$ cat src/design/sim_pkg.sv
// Shared types and codes for the sorted insert and merge block.
package sim_pkg;

  // Request operation codes.
  localparam logic [1:0] OP_INS_A = 2'd0;
  localparam logic [1:0] OP_INS_B = 2'd1;
  localparam logic [1:0] OP_MERGE = 2'd2;

  // Result kind codes.
  localparam logic [1:0] KIND_OK    = 2'd0;
  localparam logic [1:0] KIND_FULL  = 2'd1;
  localparam logic [1:0] KIND_ENTRY = 2'd2;
  localparam logic [1:0] KIND_EMPTY = 2'd3;

  // Control handed from the sequencer to one list and its cells.
  typedef struct packed {
    logic ins;  // insert the new value at its sorted place
    logic rot;  // move every entry one place toward the head, head to tail
  } sim_ctl_t;

  // Sequencer states.
  typedef enum logic [1:0] {
    ST_IDLE  = 2'b01,
    ST_MERGE = 2'b10
  } sim_state_t;

endpackage

$ cat src/design/sim_cell.sv
// One storage cell of a sorted list chain.
module sim_cell
  import sim_pkg::*;
#(
  parameter int VW = 32
) (
  input  logic                 clk,
  input  sim_ctl_t             ctl,
  input  logic                 occ,        // this cell holds a live entry
  input  logic                 tail,       // this cell is the last live entry
  input  logic                 prev_lt,    // left neighbour stays in place on insert
  input  logic signed [VW-1:0] new_value,
  input  logic signed [VW-1:0] left_value,
  input  logic signed [VW-1:0] right_value,
  input  logic signed [VW-1:0] head_value,
  output logic signed [VW-1:0] value,
  output logic                 lt          // this entry stays in place on insert
);

  logic signed [VW-1:0] value_r;
  logic signed [VW-1:0] value_nxt;

  // A live entry strictly below the new value keeps its place.
  assign lt    = occ && (value_r < new_value);
  assign value = value_r;

  // Select the next content: keep, take the new value, shift or rotate.
  always_comb begin
    value_nxt = value_r;
    if (ctl.ins) begin
      if (lt) begin
        value_nxt = value_r;
      end else if (prev_lt) begin
        value_nxt = new_value;
      end else begin
        value_nxt = left_value;
      end
    end else if (ctl.rot) begin
      value_nxt = tail ? head_value : right_value;
    end
  end

  // Entry storage carries no reset.
  always_ff @(posedge clk) begin
    value_r <= value_nxt;
  end

endmodule

$ cat src/design/sim_list.sv
// One bounded ascending list built as a chain of cells with its fill count.
module sim_list
  import sim_pkg::*;
#(
  parameter int DEPTH = 32,
  parameter int VW    = 32
) (
  input  logic                                 clk,
  input  logic                                 rst_n,
  input  sim_ctl_t                             ctl,
  input  logic signed [VW-1:0]                 new_value,
  output logic signed [VW-1:0]                 head,
  output logic [$clog2(DEPTH+1)-1:0]           count,
  output logic                                 full
);

  localparam int CNT_W = $clog2(DEPTH + 1);

  logic [CNT_W-1:0]     count_r;
  logic [CNT_W-1:0]     count_nxt;
  logic signed [VW-1:0] cell_value [DEPTH];
  logic                 cell_lt    [DEPTH];
  logic                 cell_occ   [DEPTH];
  logic                 cell_tail  [DEPTH];

  assign head  = cell_value[0];
  assign count = count_r;
  assign full  = (count_r == CNT_W'(DEPTH));

  // Per-cell occupancy and tail flags from the fill count.
  always_comb begin
    for (int i = 0; i < DEPTH; i++) begin
      cell_occ[i]  = (CNT_W'(i) < count_r);
      cell_tail[i] = (CNT_W'(i + 1) == count_r);
    end
  end

  // The chain of cells; each one sees its two neighbours.
  for (genvar g = 0; g < DEPTH; g++) begin : g_cell
    logic                 prev_lt;
    logic signed [VW-1:0] left_value;
    logic signed [VW-1:0] right_value;

    if (g == 0) begin : g_first
      assign prev_lt    = 1'b1;
      assign left_value = new_value;
    end else begin : g_inner
      assign prev_lt    = cell_lt[g-1];
      assign left_value = cell_value[g-1];
    end

    if (g == DEPTH - 1) begin : g_last
      assign right_value = cell_value[0];
    end else begin : g_mid
      assign right_value = cell_value[g+1];
    end

    sim_cell #(
      .VW (VW)
    ) u_cell (
      .clk         (clk),
      .ctl         (ctl),
      .occ         (cell_occ[g]),
      .tail        (cell_tail[g]),
      .prev_lt     (prev_lt),
      .new_value   (new_value),
      .left_value  (left_value),
      .right_value (right_value),
      .head_value  (cell_value[0]),
      .value       (cell_value[g]),
      .lt          (cell_lt[g])
    );
  end

  // The fill count grows on each insert that fits.
  always_comb begin
    count_nxt = count_r;
    if (ctl.ins && !full) begin
      count_nxt = count_r + CNT_W'(1);
    end
  end

  always_ff @(posedge clk) begin
    if (!rst_n) begin
      count_r <= '0;
    end else begin
      count_r <= count_nxt;
    end
  end

endmodule

$ cat config.mk
export PLATFORM = sky130hd
export DESIGN_NAME = sim_list
export DESIGN_NICKNAME = d
export VERILOG_FILES = /design/src/design/sim_pkg.sv /design/src/design/sim_cell.sv /design/src/design/sim_list.sv
export SDC_FILE = /design/constraint.sdc
export NUM_CORES = 2
export LEC_CHECK = 0
export BUFFER_PORTS_ARGS = -buffer_cell sky130_fd_sc_hd__buf_4
export CORE_ASPECT_RATIO = 1.1
export CORE_MARGIN = 3
export CORE_UTILIZATION = 40
export CTS_CLUSTER_DIAMETER = 50
export DETAILED_ROUTE_END_ITERATION = 16
export PLACE_DENSITY = 0.59
export SLEW_MARGIN = 20
export SYNTH_ARGS = -nofsm -noshare
export SYNTH_HDL_FRONTEND = slang
export SYNTH_HIERARCHICAL = 1
export SYNTH_SLANG_ARGS = --single-unit
$ cat constraint.sdc
create_clock -name clk -period 5.8 [get_ports clk]
set_input_delay 0.58 -clock clk [delete_from_list [all_inputs] [get_ports clk]]
set_output_delay 0.58 -clock clk [all_outputs]
set_load 0.02 [all_outputs]
==> out/results.txt <==
Sum Neg Setup Slack = 0 ns
Layout cell share with drive strength beyond 1 = 7.97%
Worst Max-Slew Pin Slew = 1.16 ns
Number of buffer and inverter instances along the worst setup path = 2
Die area = 0.230 sq mm
Via count normalized by instance count = 6.15
Startpoint of the worst hold path = rst_n
Fin nets = 10,600
Type of element launching the critical path = flop
Startpoint of the most critical register-to-register path = count[0]
Place WS = 1.06 ns
Min cycle time layout = 4.32 ns
Final hold violation count = 0
Number of max-capacitance violations reported = 0
Total track usage = 26.5%
Initial cell density of the core = 40.4%
Drt initial violations = 6,932
Floorplan die width = 458 microns
Crit Path Max Fanout = 10
Placeable core region = 0.222 sq mm
Cell type group with the largest total delay on the critical path = simple AND/OR/NAND/NOR gates
Post-detailed-route count of antenna-violating nets = 0
Crit path setup slack, layout = 1.48 ns
Largest net degree at the start of global routing = 205
Final GP Congestion = 0.888
Die height = 503 microns
Post-route clock period utilization = 74.4%
Type of the worst setup path = reg2out
Deepest clock path buffer count = 3
Cells along the critical path = inv_1, ha_1, nand3b_1, nor2_4, buf_4
Routed via count = 77,800
Aggregate routed wire length = 316 mm
Setup clock skew after layout = 0.0524 ns
Data required time at the worst endpoint = 5.22 ns
Remaining max-slew budget at the tightest pin = 22.2%
Sum of net half-perimeters after detailed placement = 222 mm
Post-cts resize count = 0
Clock latency on the worst-skew pair = 0.84 ns
CP peak stage delay = 0.77 ns
Total gr overflow = 0
Clock slew seen by the registers of the worst setup and hold paths = 0.06 ns
Post-Route Hold Slack = 0.0798 ns
Initial antenna violation count = 11
Number of global-route vias before repair = 77,700
Clk sink count = 1,030
Count of final setup violators = 0
DR pass1 iterations = 6
Critical Path End Type = output pin
Ratio of total power to cell area = 278 mW/mm^2
Arrival @ worst endpoint = 3.74 ns
Number of buffers inserted during clock tree synthesis = 163
Run status = finished, final reports clean
Routed wirelength normalized by instance count = 25.0 microns
RSZ-0062 raised after global routing = false
Area after DPL = 0.0951 sq mm
Finished Core Util = 45.4%
Total count of max-transition violations in the final report = 0
Post-route cell area = 0.101 sq mm
Post-route DRC = 0
First-pass GRT wire length = 479 mm
Crit path max-delay cell type = sky130_fd_sc_hd__ha_1
Buffers added on ports = 74
Clock tree from TritonCTS = yes
Number of H-tree branching levels = 4
Static Leakage = 37.7 nW
Area overhead of the layout relative to synthesis = 12.2%
Worst Hold Class = in2reg
Mapped Nets = 10,700
Setup repair bufs after CTS = 0
Max frequency = 232 MHz
Startpoint of the most critical setup path = count[1]
Ports = 75
Clock root cell = sky130_fd_sc_hd__clkbuf_16
Hold bufs inserted after CTS = 0
Synth warnings = 6
Largest vdd supply drop = 261 uV
Cell count after synthesis = 9,618
Synthesized area = 0.0899 sq mm
Rows = 181
Mean instance size in the synthesized netlist = 9.34 sq um
-- layer usage --
metal	share of wire (%)	GRT usage, %
met5	0.0076	0
met1	42	33.8
met3	6.4	3.87
met2	47	44.8
met4	4.2	10.9
-- stage by stage --
stage	total power [mW]	cells
2_1_floorplan	14.6	9618
3_3_place_gp	17.3	12300
3_5_place_dp	17.5	12300
4_1_cts	28.1	12600
5_1_grt	29.3	12600
6_report	28.0	12600
-- flip-flops by register name, indices dropped and copies added, names as in the netlist --
signal / count
g_cell.u_cell/value: 1024
count: 6
-- worst paths after layout --
check                                to  slack (ns)  cells after the start
max reg2reg  g_cell[13].u_cell/value[0]        1.72                     10
max                                full        1.48                      5
min reg2reg                    count[5]        0.52                      2
min                            count[3]        0.08                      2
-- power breakdown --
group | internal, mW | switching (mW) | total (mW) | leakage [nW]
clock | 6.36 | 4.09 | 10.5 | 2.71
sequential | 9.43 | 0.975 | 10.4 | 9.88
combinational | 2.73 | 4.43 | 7.16 | 25.1
total | 18.5 | 9.50 | 28.0 | 37.7
-- layout make-up --
type / instances / area [sq um]
clock buffer: 182 / 4170
timing repair buffer: 378 / 3370
antenna: 5 / 12.5
inverter: 997 / 3740
clock inverter: 117 / 1500
sequential: 1030 / 30900
multi-input combinational: 6999 / 53500
fill: 21000 / 121000
tap: 2928 / 3660
-- cell usage in the layout, fill, tap and decap left out, types with 35 or more instances in the layout --
master,count
sky130_fd_sc_hd__o21ai_0,131
sky130_fd_sc_hd__nand4_1,195
sky130_fd_sc_hd__buf_4,335
sky130_fd_sc_hd__nor3_2,37
sky130_fd_sc_hd__mux2i_1,1024
sky130_fd_sc_hd__ha_1,997
sky130_fd_sc_hd__nor2b_1,1027
sky130_fd_sc_hd__nand2_1,307
sky130_fd_sc_hd__a211oi_1,1088
sky130_fd_sc_hd__a21o_1,35
sky130_fd_sc_hd__nor2_1,164
sky130_fd_sc_hd__inv_1,997
sky130_fd_sc_hd__a21oi_1,1446
sky130_fd_sc_hd__nand2b_1,71
sky130_fd_sc_hd__nand3_1,103
sky130_fd_sc_hd__buf_12,41
sky130_fd_sc_hd__edfxtp_1,1024
sky130_fd_sc_hd__clkbuf_16,164
-- worst register-to-register path, delay by kind of cell, from the launching register on --
family,cells,cell delay [ns]
and+or+nand+nor,2,0.71
AOI/OAI and AO/OA,2,0.74
adders and majority gates,1,0.51
muxes,2,0.90
buffers and inverters,3,0.67
DFF,1,0.30
No activity file was read; power rests on OpenSTA's default activity.
